### config.mk
export PLATFORM = sky130hd
export DESIGN_NAME = xmodem_checksum_receiver_core
export DESIGN_NICKNAME = d
export VERILOG_FILES = /design/src/rtl/core/xcr_pkg.sv /design/src/rtl/core/xcr_datapath.sv /design/src/rtl/core/xcr_controller.sv /design/src/rtl/core/xmodem_checksum_receiver_core.sv
export VERILOG_INCLUDE_DIRS = /design/src /design/src/rtl/core
export SDC_FILE = /design/constraint.sdc
export NUM_CORES = 2
export LEC_CHECK = 0
export BUFFER_PORTS_ARGS = -buffer_cell sky130_fd_sc_hd__buf_2
export CAP_MARGIN = 10
export CORE_ASPECT_RATIO = 2
export CORE_MARGIN = 2
export CORE_UTILIZATION = 24
export CTS_CLUSTER_DIAMETER = 80
export DETAILED_ROUTE_END_ITERATION = 6
export PLACE_DENSITY_LB_ADDON = 0.25
export SYNTH_ARGS = -nofsm -noshare
export SYNTH_HDL_FRONTEND = slang
export SYNTH_SLANG_ARGS = --single-unit
### constraint.sdc
create_clock -name clk -period 7.14 [get_ports clk]
set_input_delay 1.428 -clock clk [delete_from_list [all_inputs] [get_ports clk]]
set_output_delay 1.428 -clock clk [all_outputs]
set_load 0.05 [all_outputs]
### src/rtl/core/xmodem_checksum_receiver_core_assert.svh
// Assertion macros for the XModem checksum receiver core.
`ifndef XMODEM_CHECKSUM_RECEIVER_CORE_ASSERT_SVH
`define XMODEM_CHECKSUM_RECEIVER_CORE_ASSERT_SVH
`ifndef NO_ASSERTIONS
// Check a property on every clock edge outside reset.
`define XCR_ASSERT(label, prop, msg) \
  label: assert property (@(posedge clk) disable iff (rst) (prop)) else $error(msg);
// Check a property including cycles in reset.
`define XCR_ASSERT_ALWAYS(label, prop, msg) \
  label: assert property (@(posedge clk) (prop)) else $error(msg);
`else
`define XCR_ASSERT(label, prop, msg)
`define XCR_ASSERT_ALWAYS(label, prop, msg)
`endif
`endif

### src/rtl/core/xcr_pkg.sv
// ----------------------------------------------------------------------------
// xcr_pkg
// Shared types and constants of the XModem checksum receiver.
// ----------------------------------------------------------------------------
package xcr_pkg;

  localparam logic [7:0] CH_SOH = 8'h01;
  localparam logic [7:0] CH_EOT = 8'h04;
  localparam logic [7:0] CH_ACK = 8'h06;
  localparam logic [7:0] CH_NAK = 8'h15;
  localparam logic [7:0] CH_CAN = 8'h18;

  localparam logic [1:0] OP_START = 2'd0;
  localparam logic [1:0] OP_BYTE  = 2'd1;
  localparam logic [1:0] OP_TICK  = 2'd2;

  localparam logic [1:0] KIND_TX   = 2'd0;
  localparam logic [1:0] KIND_WORD = 2'd1;
  localparam logic [1:0] KIND_END  = 2'd2;

  localparam logic [1:0] ST_DONE    = 2'd0;
  localparam logic [1:0] ST_CANCEL  = 2'd1;
  localparam logic [1:0] ST_NORESP  = 2'd2;
  localparam logic [1:0] ST_TOOMANY = 2'd3;

  localparam logic [2:0] REG_START_WAIT = 3'd0;
  localparam logic [2:0] REG_BYTE_WAIT  = 3'd1;
  localparam logic [2:0] REG_FLUSH_WAIT = 3'd2;
  localparam logic [2:0] REG_ATTEMPTS   = 3'd3;
  localparam logic [2:0] REG_RETRANS    = 3'd4;

  typedef enum logic [1:0] {
    PH_IDLE, PH_POLL, PH_BLOCK, PH_FLUSH
  } phase_t;

  typedef enum logic [2:0] {
    AF_NAK, AF_DONE, AF_CANCEL, AF_NORESP, AF_TOOMANY
  } after_t;

  // Controller states
  typedef enum logic [2:0] {
    CS_IDLE,   // wait for an input item
    CS_EVAL,   // decide the item's effect
    CS_EMIT,   // present one result
    CS_READ    // fetch next buffer byte
  } ctl_state_t;

  // Result sequence selectors
  typedef enum logic [2:0] {
    SEQ_NONE, SEQ_ONE_TX, SEQ_ACK_END, SEQ_CAN_END, SEQ_WORDS_ACK
  } seq_t;

  typedef struct packed {
    logic        load_word;  // shift read byte into the word register
    logic        rd_next;    // advance the buffer read pointer
    logic        rd_clear;   // restart the buffer read pointer
  } dp_cmd_t;

  typedef struct packed {
    logic word_full;   // eight bytes gathered
    logic rd_done;     // all bytes read
  } dp_stat_t;

endpackage

### src/rtl/core/xcr_datapath.sv
// ----------------------------------------------------------------------------
// xcr_datapath
// Block buffer memory and the 64-bit word assembler.
// ----------------------------------------------------------------------------
module xcr_datapath #(
  parameter int BLOCK_BYTES = 128
) (
  input  logic                      clk,
  input  logic                      rst,
  input  logic                      wr_en,
  input  logic [$clog2(BLOCK_BYTES)-1:0] wr_addr,
  input  logic [7:0]                wr_data,
  input  xcr_pkg::dp_cmd_t          cmd,
  output xcr_pkg::dp_stat_t         stat,
  output logic [63:0]               word
);
  import xcr_pkg::*;

  localparam int AW = $clog2(BLOCK_BYTES);

  logic [7:0]    mem [BLOCK_BYTES];
  logic [7:0]    rd_data;
  logic [AW:0]   rd_ptr;
  logic [3:0]    byte_cnt;

  // Write received bytes; fetch the next byte only when the pointer advances
  always_ff @(posedge clk) begin
    if (wr_en) begin
      mem[wr_addr] <= wr_data;
    end
    if (cmd.rd_next) begin
      rd_data <= mem[rd_ptr[AW-1:0]];
    end
  end

  // Advance read pointer
  always_ff @(posedge clk) begin
    if (rst || cmd.rd_clear) begin
      rd_ptr <= '0;
    end else if (cmd.rd_next) begin
      rd_ptr <= rd_ptr + 1'b1;
    end
  end

  // Assemble words, first byte lowest
  always_ff @(posedge clk) begin
    if (rst || cmd.rd_clear) begin
      byte_cnt <= '0;
    end else if (cmd.load_word) begin
      word     <= {rd_data, word[63:8]};
      byte_cnt <= (byte_cnt == 4'd8) ? 4'd1 : byte_cnt + 4'd1;
    end
  end

  assign stat.word_full = (byte_cnt == 4'd8);
  assign stat.rd_done   = (rd_ptr == (AW+1)'(BLOCK_BYTES));

endmodule

### src/rtl/core/xcr_controller.sv
// ----------------------------------------------------------------------------
// xcr_controller
// Protocol state, timers and result sequencing of the receiver.
// ----------------------------------------------------------------------------
module xcr_controller #(
  parameter int BLOCK_BYTES = 128
) (
  input  logic                      clk,
  input  logic                      rst,
  input  logic                      cfg_we,
  input  logic [2:0]                cfg_index,
  input  logic [23:0]               cfg_data,
  input  logic                      in_valid,
  output logic                      in_ready,
  input  logic [1:0]                opcode,
  input  logic [7:0]                rx_byte,
  output logic                      out_valid,
  input  logic                      out_ready,
  output logic [1:0]                kind,
  output logic [7:0]                tx_byte,
  output logic [63:0]               data_word,
  output logic [1:0]                end_status,
  output logic                      last,
  output logic                      wr_en,
  output logic [$clog2(BLOCK_BYTES)-1:0] wr_addr,
  output logic [7:0]                wr_data,
  output xcr_pkg::dp_cmd_t          cmd,
  input  xcr_pkg::dp_stat_t         stat,
  input  logic [63:0]               word
);
  import xcr_pkg::*;

  localparam int AW = $clog2(BLOCK_BYTES);
  localparam int BW = $clog2(BLOCK_BYTES + 3);
  localparam logic [BW-1:0] LAST_IDX = BW'(BLOCK_BYTES + 2);

  // Configuration registers
  logic [23:0] start_wait, byte_wait, flush_wait;
  logic [7:0]  attempts, retrans_limit;

  always_ff @(posedge clk) begin
    if (rst) begin
      start_wait    <= 24'd2000;
      byte_wait     <= 24'd1000;
      flush_wait    <= 24'd1500;
      attempts      <= 8'd32;
      retrans_limit <= 8'd25;
    end else if (cfg_we) begin
      unique case (cfg_index)
        REG_START_WAIT: start_wait    <= cfg_data;
        REG_BYTE_WAIT:  byte_wait     <= cfg_data;
        REG_FLUSH_WAIT: flush_wait    <= cfg_data;
        REG_ATTEMPTS:   attempts      <= cfg_data[7:0];
        REG_RETRANS:    retrans_limit <= cfg_data[7:0];
        default: ;
      endcase
    end
  end

  // Protocol state
  phase_t      phase, phase_next;
  after_t      after, after_next;
  logic [7:0]  poll_count, poll_count_next;
  logic [BW-1:0] byte_index, byte_index_next;
  logic [7:0]  expected, expected_next;
  logic [8:0]  retrans_left, retrans_left_next;
  logic [23:0] wait_timer, wait_timer_next;
  logic [7:0]  running_sum, running_sum_next;
  logic [7:0]  got_number, got_number_next;
  logic [7:0]  got_compl, got_compl_next;
  logic        send_poll, send_poll_next;

  ctl_state_t  state, state_next;
  seq_t        seq, seq_next;
  logic [1:0]  seq_pos, seq_pos_next;
  logic [7:0]  seq_tx, seq_tx_next;
  logic [1:0]  seq_status, seq_status_next;
  logic [1:0]  op_q;
  logic [7:0]  ch_q;

  always_ff @(posedge clk) begin
    if (rst) begin
      state        <= CS_IDLE;
      phase        <= PH_IDLE;
      after        <= AF_NAK;
      poll_count   <= '0;
      byte_index   <= '0;
      expected     <= 8'd1;
      retrans_left <= 9'd25;
      wait_timer   <= '0;
      running_sum  <= '0;
      got_number   <= '0;
      got_compl    <= '0;
      send_poll    <= 1'b1;
      seq          <= SEQ_NONE;
      seq_pos      <= '0;
      seq_tx       <= '0;
      seq_status   <= '0;
    end else begin
      state        <= state_next;
      phase        <= phase_next;
      after        <= after_next;
      poll_count   <= poll_count_next;
      byte_index   <= byte_index_next;
      expected     <= expected_next;
      retrans_left <= retrans_left_next;
      wait_timer   <= wait_timer_next;
      running_sum  <= running_sum_next;
      got_number   <= got_number_next;
      got_compl    <= got_compl_next;
      send_poll    <= send_poll_next;
      seq          <= seq_next;
      seq_pos      <= seq_pos_next;
      seq_tx       <= seq_tx_next;
      seq_status   <= seq_status_next;
    end
  end

  // Capture the item
  always_ff @(posedge clk) begin
    if (in_valid && in_ready) begin
      op_q <= opcode;
      ch_q <= rx_byte;
    end
  end

  logic [23:0] timer_inc;
  logic [23:0] limit;
  logic        expired;
  logic [7:0]  poll_inc;
  logic        blk_ok;
  logic        blk_new;

  always_comb begin
    timer_inc = (wait_timer == 24'hFFFFFF) ? wait_timer : wait_timer + 24'd1;
    priority case (phase)
      PH_POLL:  limit = start_wait;
      PH_BLOCK: limit = byte_wait;
      default:  limit = flush_wait;
    endcase
    expired  = (timer_inc >= limit);
    poll_inc = poll_count + 8'd1;
    blk_ok   = (got_number == ~got_compl) &&
               (got_number == expected || got_number == expected - 8'd1) &&
               (running_sum == ch_q);
    blk_new  = (got_number == expected);
  end

  // Next state, item evaluation and result sequencing
  always_comb begin
    state_next        = state;
    phase_next        = phase;
    after_next        = after;
    poll_count_next   = poll_count;
    byte_index_next   = byte_index;
    expected_next     = expected;
    retrans_left_next = retrans_left;
    wait_timer_next   = wait_timer;
    running_sum_next  = running_sum;
    got_number_next   = got_number;
    got_compl_next    = got_compl;
    send_poll_next    = send_poll;
    seq_next          = seq;
    seq_pos_next      = seq_pos;
    seq_tx_next       = seq_tx;
    seq_status_next   = seq_status;
    in_ready          = 1'b0;
    out_valid         = 1'b0;
    kind              = KIND_TX;
    tx_byte           = '0;
    data_word         = '0;
    end_status        = '0;
    last              = 1'b0;
    wr_en             = 1'b0;
    wr_addr           = AW'(byte_index - BW'(2));
    wr_data           = ch_q;
    cmd               = '0;

    unique case (state)
      CS_IDLE: begin
        in_ready = 1'b1;
        if (in_valid) begin
          state_next = CS_EVAL;
        end
      end

      CS_EVAL: begin
        state_next   = CS_IDLE;
        seq_next     = SEQ_NONE;
        seq_pos_next = '0;
        if (op_q == OP_START) begin
          expected_next     = 8'd1;
          retrans_left_next = {1'b0, retrans_limit};
          send_poll_next    = 1'b1;
          running_sum_next  = '0;
          byte_index_next   = '0;
          after_next        = AF_NAK;
          phase_next        = PH_POLL;
          poll_count_next   = '0;
          wait_timer_next   = '0;
          seq_next          = SEQ_ONE_TX;
          seq_tx_next       = CH_NAK;
        end else if (op_q == OP_BYTE) begin
          wait_timer_next = '0;
          if (phase == PH_POLL) begin
            if (ch_q == CH_SOH) begin
              phase_next       = PH_BLOCK;
              send_poll_next   = 1'b0;
              byte_index_next  = '0;
              running_sum_next = '0;
            end else if (ch_q == CH_EOT) begin
              phase_next = PH_FLUSH;
              after_next = AF_DONE;
            end else if (ch_q == CH_CAN) begin
              phase_next = PH_FLUSH;
              after_next = AF_CANCEL;
            end else begin
              poll_count_next = poll_inc;
              if (poll_inc >= attempts) begin
                phase_next = PH_FLUSH;
                after_next = AF_NORESP;
              end else if (send_poll) begin
                seq_next    = SEQ_ONE_TX;
                seq_tx_next = CH_NAK;
              end
            end
          end else if (phase == PH_BLOCK) begin
            if (byte_index == LAST_IDX) begin
              if (!blk_ok) begin
                phase_next = PH_FLUSH;
                after_next = AF_NAK;
              end else begin
                if (blk_new) begin
                  expected_next = expected + 8'd1;
                end
                if (!blk_new && retrans_left <= 9'd1) begin
                  retrans_left_next = '0;
                  phase_next        = PH_FLUSH;
                  after_next        = AF_TOOMANY;
                end else begin
                  retrans_left_next = blk_new ? {1'b0, retrans_limit}
                                              : retrans_left - 9'd1;
                  phase_next        = PH_POLL;
                  poll_count_next   = '0;
                  seq_next          = blk_new ? SEQ_WORDS_ACK : SEQ_ONE_TX;
                  seq_tx_next       = CH_ACK;
                  // limit of zero after a new block aborts after the words
                  if (blk_new && retrans_limit == 8'd0) begin
                    retrans_left_next = '0;
                    phase_next        = PH_FLUSH;
                    after_next        = AF_TOOMANY;
                  end
                end
              end
            end else begin
              if (byte_index == '0) begin
                got_number_next = ch_q;
              end else if (byte_index == BW'(1)) begin
                got_compl_next = ch_q;
              end else begin
                wr_en            = 1'b1;
                running_sum_next = running_sum + ch_q;
              end
              byte_index_next = byte_index + BW'(1);
            end
          end
        end else if (op_q == OP_TICK && phase != PH_IDLE) begin
          wait_timer_next = expired ? '0 : timer_inc;
          if (expired) begin
            unique case (phase)
              PH_POLL: begin
                poll_count_next = poll_inc;
                if (poll_inc >= attempts) begin
                  phase_next = PH_FLUSH;
                  after_next = AF_NORESP;
                end else if (send_poll) begin
                  seq_next    = SEQ_ONE_TX;
                  seq_tx_next = CH_NAK;
                end
              end
              PH_BLOCK: begin
                phase_next = PH_FLUSH;
                after_next = AF_NAK;
              end
              default: begin
                unique case (after)
                  AF_DONE, AF_CANCEL: begin
                    seq_next        = SEQ_ACK_END;
                    seq_status_next = (after == AF_DONE) ? ST_DONE : ST_CANCEL;
                    phase_next      = PH_IDLE;
                  end
                  AF_NORESP, AF_TOOMANY: begin
                    seq_next        = SEQ_CAN_END;
                    seq_status_next = (after == AF_NORESP) ? ST_NORESP : ST_TOOMANY;
                    phase_next      = PH_IDLE;
                  end
                  default: begin
                    seq_next        = SEQ_ONE_TX;
                    seq_tx_next     = CH_NAK;
                    phase_next      = PH_POLL;
                    poll_count_next = '0;
                  end
                endcase
              end
            endcase
          end
        end
        if (seq_next == SEQ_WORDS_ACK) begin
          cmd.rd_clear = 1'b1;
          state_next   = CS_READ;
        end else if (seq_next != SEQ_NONE) begin
          state_next = CS_EMIT;
        end
      end

      CS_READ: begin
        // gather one byte per cycle until a word is ready
        if (stat.word_full && seq_pos == 2'd1) begin
          state_next = CS_EMIT;
        end else begin
          cmd.load_word = (seq_pos == 2'd1);
          cmd.rd_next   = !stat.rd_done;
          seq_pos_next  = 2'd1;
        end
      end

      CS_EMIT: begin
        out_valid = 1'b1;
        unique case (seq)
          SEQ_ONE_TX: begin
            tx_byte = seq_tx;
            last    = 1'b1;
            if (out_ready) state_next = CS_IDLE;
          end
          SEQ_ACK_END: begin
            if (seq_pos == 2'd0) begin
              tx_byte = CH_ACK;
              if (out_ready) seq_pos_next = 2'd1;
            end else begin
              kind       = KIND_END;
              end_status = seq_status;
              last       = 1'b1;
              if (out_ready) state_next = CS_IDLE;
            end
          end
          SEQ_CAN_END: begin
            if (seq_pos != 2'd3) begin
              tx_byte = CH_CAN;
              if (out_ready) seq_pos_next = seq_pos + 2'd1;
            end else begin
              kind       = KIND_END;
              end_status = seq_status;
              last       = 1'b1;
              if (out_ready) state_next = CS_IDLE;
            end
          end
          SEQ_WORDS_ACK: begin
            if (seq_pos == 2'd1) begin
              kind      = KIND_WORD;
              data_word = word;
              last      = stat.rd_done && phase == PH_FLUSH;
              if (out_ready) begin
                if (!stat.rd_done) begin
                  cmd.load_word = 1'b1;
                  cmd.rd_next   = 1'b1;
                  state_next    = CS_READ;
                end else if (phase == PH_FLUSH) begin
                  state_next = CS_IDLE;
                end else begin
                  seq_pos_next = 2'd2;
                end
              end
            end else begin
              tx_byte = CH_ACK;
              last    = 1'b1;
              if (out_ready) state_next = CS_IDLE;
            end
          end
          default: state_next = CS_IDLE;
        endcase
      end

      default: state_next = CS_IDLE;
    endcase
  end

endmodule

### src/rtl/core/xmodem_checksum_receiver_core.sv
// ----------------------------------------------------------------------------
// xmodem_checksum_receiver_core
// XModem checksum receiver: polls, collects blocks, emits data words.
// ----------------------------------------------------------------------------
// An item is taken in one cycle and evaluated in the next; no new item is
// taken until every result of the last one has been accepted. A new block
// drains 16 words from the block buffer's single read port. Synchronous
// reset returns all control state and the configuration registers to their
// defaults; the buffer is not cleared.
module xmodem_checksum_receiver_core #(
  parameter int BLOCK_BYTES = 128
) (
  input  logic        clk,
  input  logic        rst,
  input  logic        cfg_we,
  input  logic [2:0]  cfg_index,
  input  logic [23:0] cfg_data,
  input  logic        in_valid,
  output logic        in_ready,
  input  logic [1:0]  opcode,
  input  logic [7:0]  rx_byte,
  output logic        out_valid,
  input  logic        out_ready,
  output logic [1:0]  kind,
  output logic [7:0]  tx_byte,
  output logic [63:0] data_word,
  output logic [1:0]  end_status,
  output logic        last
);
  import xcr_pkg::*;

  `include "xmodem_checksum_receiver_core_assert.svh"

  logic                          wr_en;
  logic [$clog2(BLOCK_BYTES)-1:0] wr_addr;
  logic [7:0]                    wr_data;
  dp_cmd_t                       cmd;
  dp_stat_t                      stat;
  logic [63:0]                   word;

  xcr_controller #(.BLOCK_BYTES(BLOCK_BYTES)) u_ctl (
    .clk, .rst, .cfg_we, .cfg_index, .cfg_data,
    .in_valid, .in_ready, .opcode, .rx_byte,
    .out_valid, .out_ready, .kind, .tx_byte, .data_word, .end_status, .last,
    .wr_en, .wr_addr, .wr_data, .cmd, .stat, .word
  );

  xcr_datapath #(.BLOCK_BYTES(BLOCK_BYTES)) u_dp (
    .clk, .rst, .wr_en, .wr_addr, .wr_data, .cmd, .stat, .word
  );

  // Never take an item while a result is offered
  `XCR_ASSERT(a_no_overlap, !(in_ready && out_valid), "input taken during output")
  // Data words carry no byte or status
  `XCR_ASSERT(a_word_clean, out_valid && kind == KIND_WORD |-> ~|{tx_byte, end_status}, "bad word")
  // A session end result is always the last of its item
  `XCR_ASSERT(a_end_last, !(out_valid && kind == KIND_END) || last, "end result not last")

endmodule
# ---- After elaboration in Yosys (flattened, before gate mapping)
# Memories as Yosys holds them, arrays and structs flattened. A register that Yosys moved wholly into a read port is not among the register bits.
# Index checks and enable logic that the tools add are counted.
dict set report word_totals {
  memories 1
  wordCells 360
  output_inout_bits 79
  ff_bits 279
  ramBits 1024
}
dict set report classes {
  n_mux 188
  n_addsub 11
  order_cmp 3
  bitwise_logic 8
  reduce_logical 56
  eq_ne 67
}
# memory words word_bits read_ports rd_ports_with_merged_regs write_ports line
set memory_table {}
lappend memory_table {u_dp.mem 128 8 1 1 1 xcr_datapath.sv:21} ;# logic [7:0] mem [BLOCK_BYTES];
# op n
set op_table {}
lappend op_table {{$mux 8} 49}
lappend op_table {{$mux 64} 3}
lappend op_table {{$mux 24} 5}
lappend op_table {{$mux 3} 40}
lappend op_table {{$mux 9} 9}
lappend op_table {{$mux 2} 36}
lappend op_table {{$pmux 24 s2} 1}
lappend op_table {{$add 8x1->8 const B} 4}
lappend op_table {{$eq 8x8->1} 4}
lappend op_table {{$pmux 8 s2} 2}
lappend op_table {{$pmux 8 s4} 1}
lappend op_table {{$ne 4x3->1 const B} 7}
lappend op_table {{$reduce_and 7->1} 4}
lappend op_table {{$mux 1} 27}
lappend op_table {{$add 24x1->24 const B} 1}
lappend op_table {{$eq 24x24->1 const B} 1}
lappend op_table {{$eq 3x2->1 const B} 8}
lappend op_table {{$ge 24x24->1} 1}
lappend op_table {{$pmux 3 s4} 2}
lappend op_table {{$pmux 2 s2} 5}
lappend op_table {{$ne 3x3->1 const B} 6}
lappend op_table {{$pmux 2 s3} 3}
lappend op_table {{$reduce_bool 2->1} 9}
lappend op_table {{$eq 8x1->1 const B} 2}
lappend op_table {{other kinds (46)} 103}

# ---- Logic depth before layout (Yosys ltp)
dict set report depth {
  depth_word 18
  depth_mapped 19
}

# ---- Cells and area by module
# From an unflattened synthesis, not the netlist that was laid out.
dict set report hier_totals {
  hier_cells 3563
  area_unflattened_um2 54517.3
}
# module cells_each instances area_per_inst_um2
set by_module_without_submodules {}
lappend by_module_without_submodules {xcr_datapath 2045 1 42564.6}
lappend by_module_without_submodules {xcr_controller 1518 1 11952.7}

# ---- Worst setup path after synthesis
# Ideal clock, no wire load.
dict set report synth_timing {
  path_type {reg-to-reg}
  start {reg u_ctl.ch_q[2] (netlist: u_ctl.wr_data[2])}
  end {reg u_dp.word[0] (enable)}
  arrival_time_ns 5.717
  path_stages_with_launch 9
  slack_ns 0.936
  period_less_slack_ns 6.204
  n_path_buf 1
  t_required_ns 6.653
  path_cell_list {edfxtp_1 -> ha_1 -> nor3_1 -> nor4b_1 -> and3_1 -> nand4_1 -> nand2_1 -> clkbuf_1 -> nor2_1}
}
dict set report synth_between {
  elab_chain_cells 15
}
# item line
set synth_lines {}
lappend synth_lines {{start, declared} xcr_controller.sv:79} ;# logic [7:0] ch_q;
lappend synth_lines {{start signal, assigned} xcr_controller.sv:123} ;# ch_q <= rx_byte;
lappend synth_lines {{$eq 8x8->1} xcr_controller.sv:145} ;# (running_sum == ch_q);
lappend synth_lines {{$logic_and 1x1->1} xcr_controller.sv:144} ;# (got_number == expected || got_number == expected - 8'd1) &&
lappend synth_lines {{$mux 3} xcr_controller.sv:229} ;# if (!blk_ok) begin
lappend synth_lines {{$mux 3} xcr_controller.sv:228} ;# if (byte_index == LAST_IDX) begin
lappend synth_lines {{$mux 3} xcr_controller.sv:227} ;# end else if (phase == PH_BLOCK) begin
lappend synth_lines {{$mux 3 (*)} xcr_controller.sv:205} ;# if (phase == PH_POLL) begin
lappend synth_lines {{$mux 3 (*)} xcr_controller.sv:203} ;# end else if (op_q == OP_BYTE) begin
lappend synth_lines {{$mux 3 (*)} xcr_controller.sv:191} ;# if (op_q == OP_START) begin
lappend synth_lines {{$mux 3 (*)} xcr_controller.sv:179} ;# unique case (state)
lappend synth_lines {{$eq 3x3->1 (*)} xcr_controller.sv:308} ;# if (seq_next == SEQ_WORDS_ACK) begin
lappend synth_lines {{$mux 1 (*)} xcr_controller.sv:308}
lappend synth_lines {{$mux 1 (*)} xcr_controller.sv:179}
lappend synth_lines {{$logic_or 1x1->1 (*)} xcr_datapath.sv:47} ;# if (rst || cmd.rd_clear) begin
lappend synth_lines {{$not 1->1 (no source line) (*)} --}
lappend synth_lines {{$reduce_and 2->1 (no source line) (*)} --}
lappend synth_lines {{end signal, assigned} xcr_datapath.sv:50} ;# word <= {rd_data, word[63:8]};
lappend synth_lines {{end, declared} xcr_datapath.sv:15} ;# output logic [63:0] word
# Every way passes the cells marked *; elsewhere a longest branch is shown, timed or not. The select of a mux whose other input is x is not followed.
# A chain may end at the register's enable or synchronous reset.

# ---- Worst setup path after layout
dict set report layout_timing {
  start {reg u_ctl.wait_timer[8]}
  end {reg u_ctl.wait_timer[13]}
}
dict set report layout_between {
  elab_chain_cells 7
}
# item line
set layout_lines {}
lappend layout_lines {{start, declared} xcr_controller.sv:67} ;# logic [23:0] wait_timer, wait_timer_next;
lappend layout_lines {{start signal, assigned} xcr_controller.sv:107} ;# wait_timer <= wait_timer_next;
lappend layout_lines {{$add 24x1->24 or $eq 24x24->1 (tied branches)} xcr_controller.sv:135} ;# timer_inc = (wait_timer == 24'hFFFFFF) ? wait_timer : wait_timer + 24'd1;
lappend layout_lines {{$mux 24 (*)} xcr_controller.sv:135}
lappend layout_lines {{$ge 24x24->1} xcr_controller.sv:141} ;# expired = (timer_inc >= limit);
lappend layout_lines {{$mux 24 (*)} xcr_controller.sv:268} ;# wait_timer_next = expired ? '0 : timer_inc;
lappend layout_lines {{$mux 24 (*)} xcr_controller.sv:267} ;# end else if (op_q == OP_TICK && phase != PH_IDLE) begin
lappend layout_lines {{$mux 24 (*)} xcr_controller.sv:203}
lappend layout_lines {{$mux 24 (*)} xcr_controller.sv:191}
# Marked as above.

==> metrics list <==
- Hold-fix buffers at CTS: 0
* Final Util: about 28%
- Die Span X: about 340 um
- between 100 and 150 I/O pins were placed.
- After routing the design area is between 60,000 and 70,000 um2.
* Class of the most critical setup path: register to register
* Total of endpoints with negative setup slack in the final report: 0
- After synthesis, the share of flip-flops with an asynchronous set or reset is 0%.
* Placed Area: a little under 60,000 um2
* Number of flip-flops and latches in the synthesized netlist: about 1,300
* Final net count: 3,530
- For this run, the register share of the synthesized area comes to between 60 and 70%.
- After floorplanning, the core was sized to cover 224,000 um2.
- Global routing consumed, on the met1 layer, 16.8% of the routing resources.
- CTS clock-pin slew for the worst setup and hold paths: about 60 ps
- For this design the static power due to leakage is approximately 19 nW.
* Clock Sink Count: 1,311
- Path class of the lowest-slack min-delay path: register to register
- Growth of design area from synthesis to finish: 15.8%
- Die Span Y: 674 um
* Max Freq: 187 MHz
- Post-CTS setup buffer count: 0
* Slew at the pin with the worst max-slew slack: 1150 ps
- The worst setup path is captured at a register.
* Largest net degree at the start of global routing: roughly 130
- Setup repair after global routing left no endpoint under its margin.
- The post-route netlist has around a fifth of its cells at a drive strength greater than 1.
* Met3 Track Usage GR: under 10%
- Across the routed clock network, the largest skew measured is ~32 ps.
- Average via count per standard cell: 4.53
- First-pass GRT wire length: 208,000 um
- Main synth FF type: sky130_fd_sc_hd__edfxtp_1
- The routed layout has 29,503 vias.
- Total congestion overflow after global routing: 0
- The Yosys step of the flow raised 0 warnings.
- Overall power consumption after layout is estimated at between 15 and 20 mW.
- In this run the core area contains approximately 250 standard-cell rows.
- Slew Limit Headroom: 22.9%
- Final setup margin: 1780 ps
- Top cell type by total area after synthesis: sky130_fd_sc_hd__edfxtp_1
- The via count of the first global-routing pass was between 20,000 and 30,000.
- Most Crowded Layer GR: met2
- The detail route stage leaves a number of antenna-violating nets equal to 0.
- Gp weighted congestion: around 0.8
- The initial utilization of the core area, before any placement, comes to between 20 and 25%.
- Clock tree synthesis inserted a total of ~140 buffers.
- After synthesis, the cell types taking the most area are sky130_fd_sc_hd__edfxtp_1, sky130_fd_sc_hd__mux4_2, sky130_fd_sc_hd__dfxtp_1.
* Tcrit/Tclk final: around 75%
- The cell area that synthesis handed to floorplanning was roughly 54,000 um2.
* CP startpoint kind: register
- Initial DRC count: 2,704
* Worst Hold Slack: about 420 ps
* M2 GR Usage: about a fifth
- Status: finished, final reports clean
- In the final routed layout, each cell accounts on average for between 20 and 25 um.
- After detailed routing, the number of remaining DRC violations is 0.
* Synthesized area per cell: between 15 and 20 um2
- Number of detailed-routing iterations run before antenna repair: 6
- The clock reaches the later pin of the worst-skew pair after roughly 780 ps.
- The number of gates resized after CTS was 0.
* Largest driver fanout on the critical path: 13
- Power per cell area: between 200 and 250 nW/um2
- H-tree Lvls: 4
- The finished layout holds between 6,000 and 7,000 standard cells, fillers aside.
- Across the run, the number of max-cap violations was 0.
- At the worst endpoint, the required time is between 7000 and 8000 ps.
- Number of buffers on the longest clock path: 3
- Antenna violations before repair: 7
- IR analysis of the VDD net gives a maximum drop of approximately 0.19 mV.
- Yosys mapped a number of flops with a built-in enable equal to about 1,100.
- Total Routing Usage GR: 12.3%
- HPWL Detailed: between 80,000 and 90,000 um
- Placed cells: 6,263
* Number of distinct library cells after synthesis: 82
- Arrival @ worst endpoint: about 6000 ps
* Die outline area: 228,000 um2
- The number of max-slew violations in the final report is 0.
- Count of mapped cells out of synthesis: ~3,300
- Summed over its instances, the top area cell type makes up slightly above 60% of the synthesized netlist area.
- Before CTS, the worst setup slack after placement is 1690 ps.
* Clock root buffer: sky130_fd_sc_hd__clkbuf_16
* Synthesized netlist net count: 3,398
- After detailed routing, the total wire length is ~140,000 um.
- TritonCTS built the clock tree.
* Shortest clock period the worst path allows after layout: about 5400 ps
* Final hold viol count: 0
* Total negative slack for setup checks: 0 ps
- Input and output buffers added on the ports amount to 120.
-- per-layer routing --
metal	share of wire, %	wire (um)	up-vias
met4	2.6	3630	2
met2	47	67000	774
met1	45	64100	15474
li1	-	-	13066
met3	5.3	7500	187
met5	0.0091	13	-
-- worst max-delay path, cell delays in order (launching register included) --
cell and delay (ps):
sky130_fd_sc_hd__dfxtp_1 430, sky130_fd_sc_hd__and3_1 240, sky130_fd_sc_hd__nand4_1 190, sky130_fd_sc_hd__or4_1 740, sky130_fd_sc_hd__nand2_1 210, sky130_fd_sc_hd__nor3_1 130, sky130_fd_sc_hd__nand2_1 100, sky130_fd_sc_hd__xnor2_1 130
sky130_fd_sc_hd__ha_1 290, sky130_fd_sc_hd__a211oi_1 280, sky130_fd_sc_hd__nor2_1 80, sky130_fd_sc_hd__a2111oi_0 780, sky130_fd_sc_hd__o21ai_0 300, sky130_fd_sc_hd__a21oi_1 400, sky130_fd_sc_hd__and2_1 350, sky130_fd_sc_hd__o21ai_1 390
sky130_fd_sc_hd__nor2_1 230
-- where the power goes --
| group | switching (mW) | internal, mW | leakage, nW | total (mW) |
|---|---|---|---|---|
| Sequential | 0.0179 | 8.27 | 11.6 | 8.29 |
| Clock | 3.02 | 4.01 | 2.15 | 7.04 |
| Combinational | 0.191 | 0.0518 | 5.53 | 0.242 |
-- layout make-up --
type | instances | area, um2
Fill cell | 22376 | 161000
Sequential cell | 1311 | 37300
Multi-Input combinational cell | 1769 | 15700
Clock buffer | 174 | 3740
Tap cell | 2976 | 3720
Timing Repair Buffer | 167 | 1020
Clock inverter | 74 | 632
Inverter | 40 | 150
Antenna cell | 3 | 7.51
-- flip-flops by register name (all words and copies together) (netlist names), 9 cells and up --
name	count
u_dp.word	64
u_ctl.retrans_left	9
u_ctl.flush_wait	24
u_dp.mem	1024
u_ctl.wait_timer	24
u_ctl.start_wait	24
u_ctl.byte_wait	24
-- final timing paths --
path                               startpoint  slack (ps)                           endpoint  depth (start not counted)
max reg2reg  u_ctl.wait_timer[8]$_SDFFE_PP0P_        1780  u_ctl.wait_timer[13]$_SDFFE_PP0P_                         16
min                 u_dp.rd_data[5]$_DFFE_PP_         420            u_dp.word[61]$_DFFE_PP_                          0
min reg2reg         u_dp.rd_data[5]$_DFFE_PP_         420            u_dp.word[61]$_DFFE_PP_                          0
max          u_ctl.wait_timer[8]$_SDFFE_PP0P_        1780  u_ctl.wait_timer[13]$_SDFFE_PP0P_                         16
-- cell usage after synthesis (3+ instances only) --
cell	count
sky130_fd_sc_hd__dfxtp_1	205
sky130_fd_sc_hd__nand3b_1	8
sky130_fd_sc_hd__or3_1	9
sky130_fd_sc_hd__a32o_1	4
sky130_fd_sc_hd__and4_1	6
sky130_fd_sc_hd__nand3_1	75
sky130_fd_sc_hd__nor3_1	32
sky130_fd_sc_hd__nor4b_1	7
sky130_fd_sc_hd__ha_1	60
sky130_fd_sc_hd__nand4_1	23
sky130_fd_sc_hd__a21oi_1	113
sky130_fd_sc_hd__or4_1	5
sky130_fd_sc_hd__and3_1	22
sky130_fd_sc_hd__nor3b_1	5
sky130_fd_sc_hd__xnor2_1	50
sky130_fd_sc_hd__edfxtp_1	1106
sky130_fd_sc_hd__xor2_1	41
sky130_fd_sc_hd__nand2b_1	10
sky130_fd_sc_hd__inv_1	39
sky130_fd_sc_hd__nor2_1	286
sky130_fd_sc_hd__a211oi_1	14
sky130_fd_sc_hd__o21ai_0	57
sky130_fd_sc_hd__nand2_1	328
sky130_fd_sc_hd__clkbuf_1	134
sky130_fd_sc_hd__o21a_1	8
sky130_fd_sc_hd__and2_1	82
sky130_fd_sc_hd__mux2i_1	26
sky130_fd_sc_hd__o211ai_1	7
sky130_fd_sc_hd__o31a_1	5
sky130_fd_sc_hd__buf_1	28
sky130_fd_sc_hd__o21ai_1	9
sky130_fd_sc_hd__mux2_2	6
sky130_fd_sc_hd__nor2b_1	9
sky130_fd_sc_hd__o2111ai_1	3
sky130_fd_sc_hd__buf_2	12
sky130_fd_sc_hd__a31oi_1	7
sky130_fd_sc_hd__a21o_1	17
sky130_fd_sc_hd__a311oi_1	4
sky130_fd_sc_hd__mux4_2	336
sky130_fd_sc_hd__and3b_1	3
sky130_fd_sc_hd__nor4_1	12
sky130_fd_sc_hd__a22oi_1	34
-- kinds of logic (layout without fill, tap and decap cells) --
kind of cell / after synthesis / count (layout) / share of synthesized area [%]
flops: 1311 / 1311 / 69.3
simple gates: 937 / 937 / 7.96
mux: 368 / 368 / 14.7
compound gates: 311 / 311 / 3.66
buf+inv: 215 / 455 / 1.54
xor+xnor: 91 / 91 / 1.48
fa+ha+maj: 61 / 61 / 1.43
other cells: 1 / 4 / 0.00696
-- layout by cell type, fill, tap and decap left out, types with 10 or more instances in the layout --
cell type	Yosys	routed
sky130_fd_sc_hd__mux4_2	336	336
sky130_fd_sc_hd__and3_1	22	21
sky130_fd_sc_hd__buf_4	0	43
sky130_fd_sc_hd__nand4_1	23	23
sky130_fd_sc_hd__buf_2	12	119
sky130_fd_sc_hd__clkbuf_1	134	25
sky130_fd_sc_hd__o21ai_1	9	11
sky130_fd_sc_hd__nor4_1	12	12
sky130_fd_sc_hd__nand2b_1	10	10
sky130_fd_sc_hd__nand3_1	75	75
sky130_fd_sc_hd__and2_1	82	82
sky130_fd_sc_hd__clkinv_1	0	19
sky130_fd_sc_hd__ha_1	60	60
sky130_fd_sc_hd__a211oi_1	14	14
sky130_fd_sc_hd__dfxtp_1	205	201
sky130_fd_sc_hd__mux2i_1	26	26
sky130_fd_sc_hd__clkbuf_16	0	142
sky130_fd_sc_hd__a21oi_1	113	113
sky130_fd_sc_hd__a21o_1	17	17
sky130_fd_sc_hd__edfxtp_1	1106	1106
sky130_fd_sc_hd__xor2_1	41	41
sky130_fd_sc_hd__nand2_1	328	322
sky130_fd_sc_hd__clkinv_2	0	31
sky130_fd_sc_hd__inv_1	39	38
sky130_fd_sc_hd__nor3_1	32	32
sky130_fd_sc_hd__a22oi_1	34	34
sky130_fd_sc_hd__nor2_1	286	285
sky130_fd_sc_hd__xnor2_1	50	50
sky130_fd_sc_hd__o21ai_0	57	55
No activity file was read; power rests on OpenSTA's default activity.
